`src/design/lowpan_frame_fcs_filter_macros.svh`:
```
// Assertion macros shared by the frame filter RTL.
// Depends on nothing; included by modules that carry concurrent assertions.
`ifndef LOWPAN_FRAME_FCS_FILTER_MACROS_SVH
`define LOWPAN_FRAME_FCS_FILTER_MACROS_SVH

// Same-cycle implication, disabled while reset is high.
`define LPFCS_ASSERT_NOW(label, clk, rst, ante, cons, msg) \
   label: assert property (@(posedge clk) disable iff (rst) (ante) |-> (cons)) else $error(msg);

// Next-cycle implication, disabled while reset is high.
`define LPFCS_ASSERT_NEXT(label, clk, rst, ante, cons, msg) \
   label: assert property (@(posedge clk) disable iff (rst) (ante) |=> (cons)) else $error(msg);

`endif

```
`src/design/lpfcs_pkg.sv`:
```
// Types, constants and the CRC-16 byte step for the 802.15.4 frame FCS filter.
// Depends on nothing.
package lpfcs_pkg;

   localparam logic [1:0] ENCAP_RAW = 2'd0;
   localparam logic [1:0] ENCAP_ETH = 2'd1;
   localparam logic [1:0] ENCAP_SLL = 2'd2;

   localparam logic CSR_ENCAP_TYPE  = 1'b0;
   localparam logic CSR_FCS_PRESENT = 1'b1;

   localparam logic [15:0] HDR_LEN_RAW = 16'd0;
   localparam logic [15:0] HDR_LEN_ETH = 16'd14;
   localparam logic [15:0] HDR_LEN_SLL = 16'd16;

   localparam logic [15:0] ETH_TYPE_HI_POS = 16'd12;
   localparam logic [15:0] ETH_TYPE_LO_POS = 16'd13;
   localparam logic [15:0] SLL_TYPE_POS    = 16'd15;
   localparam logic [7:0]  ETH_TYPE_HI     = 8'h80;
   localparam logic [7:0]  ETH_TYPE_LO     = 8'h9a;
   localparam logic [7:0]  SLL_TYPE        = 8'hf6;

   localparam logic [15:0] CRC_POLY_REFL = 16'h8408;
   localparam logic [15:0] CRC_INIT      = 16'h0000;
   localparam logic [15:0] COUNT_MAX     = 16'hffff;

   typedef enum logic [2:0] {
      DROP_NONE     = 3'd0,
      DROP_HDR_ONLY = 3'd1,
      DROP_SHORT    = 3'd2,
      DROP_FCS      = 3'd3,
      DROP_ENCAP    = 3'd4
   } drop_reason_type;

   typedef struct packed {
      logic [15:0]     payload_length;
      drop_reason_type drop_reason;
      logic            frame_pass;
   } verdict_type;

   // One byte of the reflected CRC-16 (KERMIT polynomial), LSB first.
   function automatic logic [15:0] crc16_byte(input logic [15:0] crc, input logic [7:0] b);
      logic [15:0] c;
      c = crc ^ {8'h00, b};
      for (int i = 0; i < 8; i++) begin
         if (c[0]) begin
            c = (c >> 1) ^ CRC_POLY_REFL;
         end else begin
            c = c >> 1;
         end
      end
      return c;
   endfunction

endpackage

```
`src/design/lowpan_frame_fcs_filter.sv`:
```
// Top level of the 802.15.4 capture frame filter with CRC-16 FCS check.
// Depends on lpfcs_pkg and lowpan_frame_fcs_filter_macros.svh.
//
//   channel | direction | handshake               | payload
//   req     | in        | req_tvalid / req_tready | byte, tlast = last byte, tuser = truncated
//   rsp     | out       | rsp_tvalid / rsp_tready | pass flag, drop reason, payload length
//   csr     | in        | csr_valid / csr_ready   | register index, write data
//
// One byte is taken per clock while no last byte waits on a stalled result. A byte
// is held in the input register, then the CRC step and the verdict logic update the
// frame state and, on the last byte, load the result register: the verdict is
// registered on the edge on which its last byte leaves the input register. Reset is
// synchronous, clears the frame state and the valid flags, and sets the configuration to raw with an FCS present.
// A stalled result holds only last bytes back; other bytes keep flowing.
`include "lowpan_frame_fcs_filter_macros.svh"

module lowpan_frame_fcs_filter
   import lpfcs_pkg::*;
(
   input  logic        clock,
   input  logic        reset,
   input  logic        req_tvalid,
   output logic        req_tready,
   input  logic [7:0]  req_tdata,   // [7:0] data_byte
   input  logic        req_tlast,   // last_byte
   input  logic [0:0]  req_tuser,   // [0] truncated
   output logic        rsp_tvalid,
   input  logic        rsp_tready,
   output logic [23:0] rsp_tdata,   // [0] frame_pass, [3:1] drop_reason,
                                    // [19:4] payload_length, [23:20] zero
   input  logic        csr_valid,
   output logic        csr_ready,
   input  logic        csr_index,
   input  logic [1:0]  csr_wdata
);

   logic [1:0]  encap_type_ff;
   logic        fcs_present_ff;

   logic        in_valid_ff;
   logic [7:0]  in_byte_ff;
   logic        in_last_ff;
   logic        in_trunc_ff;

   logic [15:0] byte_count_ff, byte_count_in;
   logic [15:0] crc_ff, crc_in;
   logic [7:0]  tail0_ff, tail0_in;
   logic [7:0]  tail1_ff, tail1_in;
   logic        encap_match_ff, encap_match_in;

   logic        rsp_valid_ff;
   verdict_type verdict_ff, verdict_in;

   logic        advance;
   logic [15:0] hdr_len;
   logic [15:0] total;
   logic [15:0] plen;
   drop_reason_type reason;

   // A byte moves on unless it is a last byte facing a full, stalled result.
   assign advance    = in_valid_ff & (~in_last_ff | ~rsp_valid_ff | rsp_tready);
   assign req_tready = ~in_valid_ff | advance;
   assign csr_ready  = 1'b1;
   assign rsp_tvalid = rsp_valid_ff;
   assign rsp_tdata  = {4'h0, verdict_ff};

   always_comb begin
      unique case (encap_type_ff)
         ENCAP_ETH: hdr_len = HDR_LEN_ETH;
         ENCAP_SLL: hdr_len = HDR_LEN_SLL;
         default:   hdr_len = HDR_LEN_RAW;
      endcase

      encap_match_in = encap_match_ff;
      if (encap_type_ff == ENCAP_ETH) begin
         if (byte_count_ff == ETH_TYPE_HI_POS && in_byte_ff != ETH_TYPE_HI) begin
            encap_match_in = 1'b0;
         end
         if (byte_count_ff == ETH_TYPE_LO_POS && in_byte_ff != ETH_TYPE_LO) begin
            encap_match_in = 1'b0;
         end
      end else if (encap_type_ff == ENCAP_SLL) begin
         if (byte_count_ff == SLL_TYPE_POS && in_byte_ff != SLL_TYPE) begin
            encap_match_in = 1'b0;
         end
      end

      // Body bytes pass through a two-byte delay so the FCS never enters the CRC.
      crc_in   = crc_ff;
      tail0_in = tail0_ff;
      tail1_in = tail1_ff;
      if (byte_count_ff >= hdr_len) begin
         if (byte_count_ff >= hdr_len + 16'd2) begin
            crc_in = crc16_byte(crc_ff, tail0_ff);
         end
         tail0_in = tail1_ff;
         tail1_in = in_byte_ff;
      end

      total = (byte_count_ff == COUNT_MAX) ? COUNT_MAX : byte_count_ff + 16'd1;
      byte_count_in = total;

      reason = DROP_NONE;
      plen   = 16'd0;
      if (total <= hdr_len) begin
         reason = DROP_HDR_ONLY;
      end else if (fcs_present_ff && total <= hdr_len + 16'd2) begin
         reason = DROP_SHORT;
      end else begin
         plen = total - hdr_len;
         if (fcs_present_ff && !in_trunc_ff) begin
            plen = plen - 16'd2;
            if ({tail1_in, tail0_in} != crc_in) begin
               reason = DROP_FCS;
            end
         end
         if (reason == DROP_NONE && !encap_match_in) begin
            reason = DROP_ENCAP;
         end
      end

      verdict_in.frame_pass     = (reason == DROP_NONE);
      verdict_in.drop_reason    = reason;
      verdict_in.payload_length = (reason == DROP_NONE) ? plen : 16'd0;
   end

   always_ff @(posedge clock) begin
      if (reset) begin
         encap_type_ff  <= ENCAP_RAW;
         fcs_present_ff <= 1'b1;
         in_valid_ff    <= 1'b0;
         rsp_valid_ff   <= 1'b0;
         byte_count_ff  <= 16'd0;
         crc_ff         <= CRC_INIT;
         tail0_ff       <= 8'h00;
         tail1_ff       <= 8'h00;
         encap_match_ff <= 1'b1;
      end else begin
         if (csr_valid) begin
            unique case (csr_index)
               CSR_ENCAP_TYPE:  encap_type_ff  <= csr_wdata;
               CSR_FCS_PRESENT: fcs_present_ff <= csr_wdata[0];
               default:         ;
            endcase
         end

         if (req_tready) begin
            in_valid_ff <= req_tvalid;
         end

         if (advance && in_last_ff) begin
            rsp_valid_ff <= 1'b1;
         end else if (rsp_tready) begin
            rsp_valid_ff <= 1'b0;
         end

         if (advance) begin
            if (in_last_ff) begin
               byte_count_ff  <= 16'd0;
               crc_ff         <= CRC_INIT;
               tail0_ff       <= 8'h00;
               tail1_ff       <= 8'h00;
               encap_match_ff <= 1'b1;
            end else begin
               byte_count_ff  <= byte_count_in;
               crc_ff         <= crc_in;
               tail0_ff       <= tail0_in;
               tail1_ff       <= tail1_in;
               encap_match_ff <= encap_match_in;
            end
         end
      end
   end

   // Payload registers carry no reset.
   always_ff @(posedge clock) begin
      if (req_tready && req_tvalid) begin
         in_byte_ff  <= req_tdata;
         in_last_ff  <= req_tlast;
         in_trunc_ff <= req_tuser[0];
      end
      if (advance && in_last_ff) begin
         verdict_ff <= verdict_in;
      end
   end

   `LPFCS_ASSERT_NEXT(a_last_gives_result, clock, reset, advance && in_last_ff,
      rsp_valid_ff, "last byte produced no result")
   `LPFCS_ASSERT_NEXT(a_frame_state_cleared, clock, reset, advance && in_last_ff,
      byte_count_ff == 16'd0 && crc_ff == CRC_INIT && encap_match_ff,
      "frame state not cleared after last byte")
   `LPFCS_ASSERT_NOW(a_drop_has_no_length, clock, reset,
      rsp_valid_ff && verdict_ff.drop_reason != DROP_NONE,
      verdict_ff.payload_length == 16'd0 && !verdict_ff.frame_pass,
      "dropped frame reports a length or a pass")
   `LPFCS_ASSERT_NOW(a_stall_needs_item, clock, reset, !req_tready,
      in_valid_ff && in_last_ff && rsp_valid_ff, "input stalled without a waiting last byte")

endmodule
```
`config.mk`:
```
export PLATFORM = sky130hd
export DESIGN_NAME = lowpan_frame_fcs_filter
export DESIGN_NICKNAME = d
export VERILOG_FILES = /design/src/design/lpfcs_pkg.sv /design/src/design/lowpan_frame_fcs_filter.sv
export VERILOG_INCLUDE_DIRS = /design/src /design/src/design
export SDC_FILE = /design/constraint.sdc
export NUM_CORES = 1
export LEC_CHECK = 0
export BUFFER_PORTS_ARGS = -buffer_cell sky130_fd_sc_hd__buf_2
export CAP_MARGIN = 20
export CORE_ASPECT_RATIO = 0.9
export CORE_MARGIN = 4
export CORE_UTILIZATION = 30
export CTS_CLUSTER_DIAMETER = 100
export DETAILED_ROUTE_END_ITERATION = 6
export SLEW_MARGIN = 0
export SYNTH_ARGS = -nofsm -noshare
export SYNTH_HDL_FRONTEND = slang
export SYNTH_SLANG_ARGS = --single-unit
```
`constraint.sdc`:
```
create_clock -name clock -period 5.3 [get_ports clock]
set_input_delay 0.265 -clock clock [delete_from_list [all_inputs] [get_ports clock]]
set_output_delay 0.265 -clock clock [all_outputs]
set_load 0.01 [all_outputs]
```
==> impl_metrics.ini, run 1 <==
[grt]
grt_pass1_vias = 4504
grt_max_degree = 55
antenna_found_initial = 0
grt_first_pass_wirelength_um = 24610
grt_overflow = 0
grt.total_usage = 0.1397

[die]
dieHeight_um = 138.9
pin_count = 45
initial_core_util = 0.3085
die_area_um2 = 21330
dieWidth_um = 153.5
rows = 47
core_area_um2 = 18520

[power]
p_seq_frac = 0.450
switching_power_mw = 0.4302
clkPwrFrac = 0.400
finalPower_mw = 1.557
ir_drop_uv = 146.6
switching_share = 0.2763
p_leak_nw = 2.339
power_frac_comb = 0.150
powerDensity_nw_per_um2 = 241.8
p_int_mw = 1.127

[clocking]
clockBufferDepth = 2
post_cts_resize_count = 0
h-tree-depth = 3
cts.clk_slew.worst_paths_ps = 60
ctsRootBufferMaster = clkbuf_16
cts_tree = built
cts_buffers = 9
postCtsHoldBufs = 0
clkLatencyLatePin_ps = 350
cts_setup_buffers = 0
cts_sinks = 84

[detailed_routing]
routed_wl_um = 15030
vias = 5022
drc = 0
dr.pass1.iters = 6
ant_nets = 0
wl_per_cell_um = 15.92
drt-initial-drc-count = 504
vias_per_cell = 5.320

[timing]
clock_skew_ps = 9.894
slew_viol_final = 0
timing.fmax_mhz = 215.9
hold_viol_final = 0
rsz0062_at_grt = false
slew-limit-headroom = 0.3180
worst_slew_pin_slew_ps = 1023
fin_crit_sh = 0.8741
finalSetupTns_ps = 0
setup_viol = 0
min_period_ps = 4633

[synth]
syn_inst = 665
synthArstFlopShare = 0
netlist_top_cells_area = dfxtp_1, edfxtp_1, xnor2_1, nor2_1, a22oi_1
seq_area_frac_synth = 0.3468
ys_warn_count = 0
syn-cell-area_um2 = 5715
synth_common_cells = nor2_1, dfxtp_1, xnor2_1, a22oi_1, a21oi_1
ys_ff_latch = 84
synth_edf_count = 30
ys.flop_type = dfxtp_1
synth_area_leader_cell = dfxtp_1
synth_most_common_cell = nor2_1
avgSynthCellArea_um2 = 8.595
synth_top_area_share = 0.1891
synth_cell_types = 75

[cells_and_area]
nFillCells = 1937
insertedDiodeCount = 0
area_growth_syn_to_layout_pct = 12.65
nNetsFinal = 733
final_cells = 944
drive_gt1_frac = 0.1273

[worst_setup_path]
crit_type = reg2reg
critical_path.max_fanout = 11
crit_required_ps = 5400
slowest_stage = a2111oi_0
crit_arrival_ps = 4730
worstPathCellList = ha_1, nand3_1, or4_1, buf_4, nand3_1, ha_1, nor2_1, a21oi_1, nor3_1, and4_1, a31oi_1, a2111oi_0, nor4b_1, xor2_1, nor2_1
startpoint_type = register
cpPeakStageDelay_ps = 670
cp-end-kind = register

[placed_design]
dp_cells = 927
portBuffers = 39
hpwlAfterDp_um = 11170
gp_congestion = 0.9151

[hold_path]
min_path_type = in2reg

[flow_run]
drv_cap = 0

[run_status]
status = finished clean
## cells in the final DEF, fill, tap and decap left out, types with 20 or more instances in the layout
| master | n |
|---|---|
| xnor2_1 | 45 |
| o21ai_0 | 20 |
| edfxtp_1 | 30 |
| buf_2 | 39 |
| ha_1 | 20 |
| nor2_1 | 96 |
| xor2_1 | 24 |
| nand3_1 | 23 |
| a21oi_1 | 34 |
| dfxtp_1 | 54 |
| nor3_1 | 22 |
| a22oi_1 | 38 |
| nand2_1 | 29 |
## final timing paths
| path | start | endpoint | slack, ps | cells after the start |
|---|---|---|---|---|
| worst max-delay path | byte_count_ff[0] | rsp_tdata[18] | 670 | 15 |
| worst min register to register | encap_match_ff | encap_match_ff | 500 | 2 |
| worst min-delay path | req_tdata[3] | in_byte_ff[3] | 90 | 1 |
| worst max register to register | byte_count_ff[0] | rsp_tdata[18] | 670 | 15 |
## cell families after synthesis
| family | Yosys count | share of synthesized area |
|---|---|---|
| AOI/OAI and AO/OA | 161 | 0.1970 |
| xor gates and xnor gates | 70 | 0.1099 |
| adders and majority gates | 21 | 0.04729 |
| buffers and inverters | 58 | 0.04532 |
| DFF | 84 | 0.3468 |
| muxes | 7 | 0.01335 |
| other | 2 | 0.001314 |
| and+or+nand+nor | 262 | 0.2391 |
## through the flow
step	worst slack, ps	instance area, µm²	utilization	hold slack, ps
after floorplan	822.9	5727	-	363.9
after global placement	805.9	6142	0.3316	442.1
after detailed placement	718.1	6142	0.3316	443.1
after CTS	708.6	6431	0.3472	81.24
after global routing	170.3	6439	0.3476	81.83
final	667.4	6439	0.3476	88.09
## registers in the layout, summed over array words and instances (netlist names), 2 cells and up
name / count
rsp_tdata: 20
byte_count_ff: 16
crc_ff: 16
in_byte_ff: 8
tail0_ff: 8
tail1_ff: 8
encap_type_ff: 2
## per-layer routing
layer  global-route usage  routed length [µm]
met2               0.1851                5895
met5                    0                   0
met1               0.2253                7816
met3              0.02278                1113
met4              0.04414                 206
## cell type report
class / count / area, µm² / share of cell area
timing repair buffer: 53 / 300.3 / 0.04664
clock buffer: 11 / 254.0 / 0.03945
clock inverter: 5 / 35.03 / 0.005441
tap: 245 / 306.5 / 0.04761
sequential: 84 / 1982 / 0.3078
multi-input combinational: 526 / 3486 / 0.5414
inverter: 20 / 75.07 / 0.01166
## critical path, delay by kind of cell, from the launching register on
| family | cells | cell delay, ps |
|---|---|---|
| buffers and inverters | 1 | 200 |
| and+or+nand+nor | 8 | 2020 |
| DFF | 1 | 530 |
| adders and majority gates | 2 | 570 |
| AOI/OAI and AO/OA | 3 | 900 |
| xor gates and xnor gates | 1 | 170 |
## power by group through the flow
stage                     Clock (mW)  Combinational, mW  Sequential (mW)
after CTS                      0.633              0.232            0.700
after floorplan                    0              0.179            0.709
after detailed placement           0              0.231            0.715
after global placement             0              0.232            0.715
after global routing           0.662              0.259            0.702
final                          0.623              0.234            0.701
Power figures use the tool's default switching activity.
==> run 2: changes to the inputs <==
--- a/config.mk
+++ b/config.mk
@@ -6,6 +6,7 @@
 export SDC_FILE = /design/constraint.sdc
 export NUM_CORES = 1
 export LEC_CHECK = 0
+export ABC_AREA = 1
 export BUFFER_PORTS_ARGS = -buffer_cell sky130_fd_sc_hd__buf_2
 export CAP_MARGIN = 20
 export CORE_ASPECT_RATIO = 0.9
==> impl_metrics.ini, run 2 <==
[run_status]
status = finished clean

[worst_setup_path]
worstPathCellList = ha_1, inv_1, nor2_2, nand4_4, o21ai_1, ha_1, a21oi_1, nand2_1, a21oi_1, nand2_2, nor2_4, nand4_1, nand2_1, clkinv_1, nand2_1, nor2_2, nand2_4, nor2_1
slowest_stage = dfxtp_1
cp_common_cell = nand2_1
crit_arrival_ps = 4280
cp-end-kind = register
cpPeakStageDelay_ps = 560
crit_required_ps = 5400
startpoint_type = register
critical_path.max_fanout = 17
crit_type = reg2reg

[timing]
holdWs_ps = 82.84
hold_viol_final = 0
timing.fmax_mhz = 239.5
min_period_ps = 4175
worst_slew_pin_slew_ps = 884.3
clock_skew_ps = 10.07
slew_viol_final = 0
slew-limit-headroom = 0.4083
finalSetupTns_ps = 0
rsz0062_at_grt = false
fin_crit_sh = 0.7877
setup_viol = 0

[clocking]
postCtsHoldBufs = 0
post_cts_resize_count = 0
cts_tree = built
cts_sinks = 84
ctsRootBufferMaster = clkbuf_16
clkLatencyLatePin_ps = 350
clockBufferDepth = 2
h-tree-depth = 3
cts_setup_buffers = 0
cts_buffers = 9
cts.clk_slew.worst_paths_ps = 70

[cells_and_area]
nFillCells = 2282
multi_input_area_um2 = 3712
drive_gt1_frac = 0.1144
final_cell_mix = nand2_1, inv_1, nand3_1
largest_reg_flops = 20
final_common_cell = nand2_1
post-route-cell-area_um2 = 7052
final_cells = 1291
area_growth_syn_to_layout_pct = 11.49
nNetsFinal = 1039
insertedDiodeCount = 0
register_area_um2 = 1982

[placed_design]
dpl-instance-area_um2 = 6694
hpwlAfterDp_um = 11640
portBuffers = 39
gp_congestion = 0.8942
dp_cells = 1273

[power]
p_leak_nw = 3.206
powerDensity_nw_per_um2 = 253.5
ir_drop_uv = 171.6

[flow_run]
drv_cap = 0

[die]
core_area_um2 = 20770
die_area_um2 = 23470
dieWidth_um = 161.1
pin_count = 45
initial_core_util = 0.3045
rows = 50
dieHeight_um = 145.8

[synth]
synthArstFlopShare = 0
syn-cell-area_um2 = 6325
syn_inst = 978
avgSynthCellArea_um2 = 6.467
ys_warn_count = 0
ys.flop_type = dfxtp_1
ys_ff_latch = 84
netlist_top_cells_area = nand2_1, dfxtp_1, edfxtp_1, nand3_1, inv_1
synth_cell_types = 43
synth_top_area_share = 0.2142
synth_edf_count = 30
synth_area_leader_cell = nand2_1
synth_common_cells = nand2_1, inv_1, nand3_1, a21oi_1, nor2_1
synth_most_common_cell = nand2_1
seq_area_frac_synth = 0.3134

[detailed_routing]
ant_nets = 0
dr.pass1.iters = 5
vias_per_cell = 4.584
routed_wl_um = 16130
wl_per_cell_um = 12.49
drt-initial-drc-count = 450
vias = 5918
drc = 0

[grt]
grt_pass1_vias = 5415
grt_overflow = 0
antenna_found_initial = 0
grt_max_degree = 53
grt.total_usage = 0.1393
grt_first_pass_wirelength_um = 27160

[hold_path]
min_path_type = in2reg
[run 2: final cells by class]
| type | count | area share |
|---|---|---|
| clock inverter | 6 | 0.01260 |
| multi-input combinational | 746 | 0.5264 |
| tap | 286 | 0.05075 |
| timing repair buffer | 42 | 0.03442 |
| inverter | 117 | 0.06228 |
| clock buffer | 10 | 0.03247 |
| sequential | 84 | 0.2811 |
[run 2: cells by family after synthesis]
kind of cell,after synthesis,synth area share
DFF,84,0.3134
adders and majority gates,21,0.04273
and+or+nand+nor,614,0.4404
xor gates and xnor gates,19,0.02631
AOI/OAI and AO/OA,87,0.07300
buffers and inverters,151,0.1031
other,2,0.001187
[run 2: final timing paths]
check              startpoint       endpoint  slack, ps  cells past startpoint
max          byte_count_ff[0]  rsp_tdata[10]       1130                     18
min              req_tdata[7]  in_byte_ff[7]         80                      1
max reg2reg  byte_count_ff[0]  rsp_tdata[10]       1130                     18
min reg2reg       tail1_ff[3]    tail1_ff[3]        470                      2
[run 2: through the flow]
step                  util  power (mW)  setup slack, ps
floorplan                -       1.034             1799
global placement    0.3223       1.104             1186
detailed placement  0.3223       1.105             1196
CTS                 0.3376       1.798             1160
global route        0.3395       1.892            779.5
finish              0.3395       1.788             1125
[run 2: where the power goes]
part	switching (mW)	internal, mW
combinational	0.272	0.125
clock	0.278	0.413
sequential	0.0132	0.687
total	0.563	1.22
[run 2: layer usage]
| layer | wire length, µm | GRT usage | vias up |
|---|---|---|---|
| met3 | 659 | 0.02407 | 19 |
| met1 | 8413 | 0.2087 | 2638 |
| met4 | 301 | 0.04478 | 0 |
| met2 | 6756 | 0.2023 | 105 |
| met5 | 0 | 0 | - |
| li1 | - | - | 3156 |
[run 2: worst max-delay path, delay by kind of cell (launching register included)]
kind / cells / cell delay, ps
and+or+nand+nor: 11 / 1780
AOI/OAI and AO/OA: 3 / 760
buffers and inverters: 2 / 190
adders and majority gates: 2 / 620
DFF: 1 / 560
==> run 3: changes to the inputs <==
--- a/config.mk
+++ b/config.mk
@@ -6,7 +6,7 @@
 export SDC_FILE = /design/constraint.sdc
 export NUM_CORES = 1
 export LEC_CHECK = 0
-export ABC_AREA = 1
+export ABC_AREA = 0
 export BUFFER_PORTS_ARGS = -buffer_cell sky130_fd_sc_hd__buf_2
 export CAP_MARGIN = 20
 export CORE_ASPECT_RATIO = 0.9
==> constraint.sdc (replaced) <==
create_clock -name clock -period 4.3 [get_ports clock]
set_input_delay 0.215 -clock clock [delete_from_list [all_inputs] [get_ports clock]]
set_output_delay 0.215 -clock clock [all_outputs]
set_load 0.01 [all_outputs]
==> impl_metrics.ini, run 3 (synthesis gave the netlist of run 1 again) <==
[run_status]
status = finished clean

[grt]
antenna_found_initial = 0
grt_max_degree = 55
grt_pass1_vias = 4778
grt_overflow = 0
grt_first_pass_wirelength_um = 25460
grt.total_usage = 0.1437

[worst_setup_path]
startpoint_type = register
crit_arrival_ps = 4280
critical_path.max_fanout = 11
rr_worst_depth = 12
reg2reg_from = encap_type_ff[0]
crit_required_ps = 4440
worstPathCellList = inv_1, ha_1, ha_1, or4b_4, o211a_2, o31a_1, a2111oi_0, a221oi_1, or4b_4, o31ai_4, nand3_4, a211oi_1
cp-end-kind = register
timing.rr.end = rsp_tdata[11]
crit_type = reg2reg
crit_buf_inv = 1
r2r_slack_ps = 160
slowest_stage = or4b_4
cpPeakStageDelay_ps = 520
cp_top_family = compound AO/OA/AOI/OAI gates

[cells_and_area]
final_cells = 972
nNetsFinal = 761
final_common_cell = nor2_1
largest_reg_flops = 20
drive_gt1_frac = 0.1761
final_cell_mix = nor2_1, dfxtp_1, xnor2_1
area_growth_syn_to_layout_pct = 17.27
insertedDiodeCount = 0

[detailed_routing]
wl_per_cell_um = 15.74
ant_nets = 0
vias_per_cell = 5.231
vias = 5085
dr.pass1.iters = 5
drc = 0
drt-initial-drc-count = 441
routed_wl_um = 15300

[placed_design]
dp_slack_ps = 90.88
gp_congestion = 0.9370
hpwlAfterDp_um = 11680
dp_cells = 955
portBuffers = 39

[hold_path]
min_path_cells = 1
hold_end = in_byte_ff[0]
holdCritStartpoint = req_tdata[0]
min_path_type = in2reg

[clocking]
cts_setup_buffers = 0
ctsRootBufferMaster = clkbuf_16
h-tree-depth = 3
cts_sinks = 84
cts_buffers = 9
cts_tree = built
cts.clk_slew.worst_paths_ps = 70
postCtsHoldBufs = 0
clockBufferDepth = 2
clkLatencyLatePin_ps = 350
post_cts_resize_count = 0

[flow_run]
drv_cap = 0

[die]
dieWidth_um = 153.5
dieHeight_um = 138.9
core_area_um2 = 18520
pin_count = 45
die_area_um2 = 21330
rows = 47
initial_core_util = 0.3085

[power]
ir_drop_uv = 241.0
p_seq_frac = 0.453
p_leak_nw = 2.484
p_int_mw = 1.373
switching_power_mw = 0.5322
power_frac_comb = 0.163
clkPwrFrac = 0.384
switching_share = 0.2794
powerDensity_nw_per_um2 = 284.2

[timing]
fin_crit_sh = 0.9628
worst_slew_pin_slew_ps = 1004
timing.fmax_mhz = 241.5
hold_viol_final = 0
setup_viol = 0
setup_ws_ps = 159.9
slew_viol_final = 0
min_period_ps = 4140
clock_skew_ps = 9.087
slew-limit-headroom = 0.3310
run 3: how the worst max path moves through the flow:
| stage | cells past startpoint | to | slack, ps | from |
|---|---|---|---|---|
| 3_3_place_gp | 14 | rsp_tdata[18] | 200 | byte_count_ff[15] |
| 4_1_cts | 14 | rsp_tdata[18] | 100 | byte_count_ff[15] |
| 5_1_grt | 16 | rsp_tdata[18] | -20 | byte_count_ff[0] |
| 6_report | 12 | rsp_tdata[11] | 160 | encap_type_ff[0] |
| 2_1_floorplan | 17 | rsp_tdata[18] | 60 | byte_count_ff[4] |
| 3_5_place_dp | 14 | rsp_tdata[18] | 90 | byte_count_ff[15] |
run 3: final cells by class:
class	count	area [µm²]
Fill cell	1902	11820
Tap cell	245	306.5
Sequential cell	84	1986
Clock inverter	7	55.05
Timing Repair Buffer	81	508.0
Inverter	20	75.07
Multi-Input combinational cell	526	3547
Clock buffer	9	225.2
run 3: metal layers:
| metal | GRT usage | part of all wire | vias up |
|---|---|---|---|
| met5 | 0 | 0 | - |
| met4 | 0.04554 | 0.019 | 0 |
| met3 | 0.02309 | 0.060 | 21 |
| met2 | 0.1966 | 0.40 | 183 |
| met1 | 0.2268 | 0.52 | 2334 |
| li1 | - | - | 2547 |
run 3: stage by stage:
step / cell area, µm² / hold WS (ps) / util / setup TNS (ps) / power [mW]
after floorplan: 5737 / 313.9 / - / 0 / 1.097
final: 6703 / 39.36 / 0.3618 / 0 / 1.905
after CTS: 6643 / 25.97 / 0.3586 / 0 / 1.919
after global placement: 6362 / 392.7 / 0.3435 / 0 / 1.179
after global routing: 6703 / 27.03 / 0.3618 / -23.39 / 1.997
after detailed placement: 6362 / 393.1 / 0.3435 / 0 / 1.181
run 3: power groups by stage:
stage / combinational [mW] / clock, mW / sequential, mW
3_5_place_dp: 0.301 / 0 / 0.880
2_1_floorplan: 0.223 / 0 / 0.874
6_report: 0.310 / 0.732 / 0.862
4_1_cts: 0.302 / 0.755 / 0.862
3_3_place_gp: 0.299 / 0 / 0.881
5_1_grt: 0.345 / 0.787 / 0.864
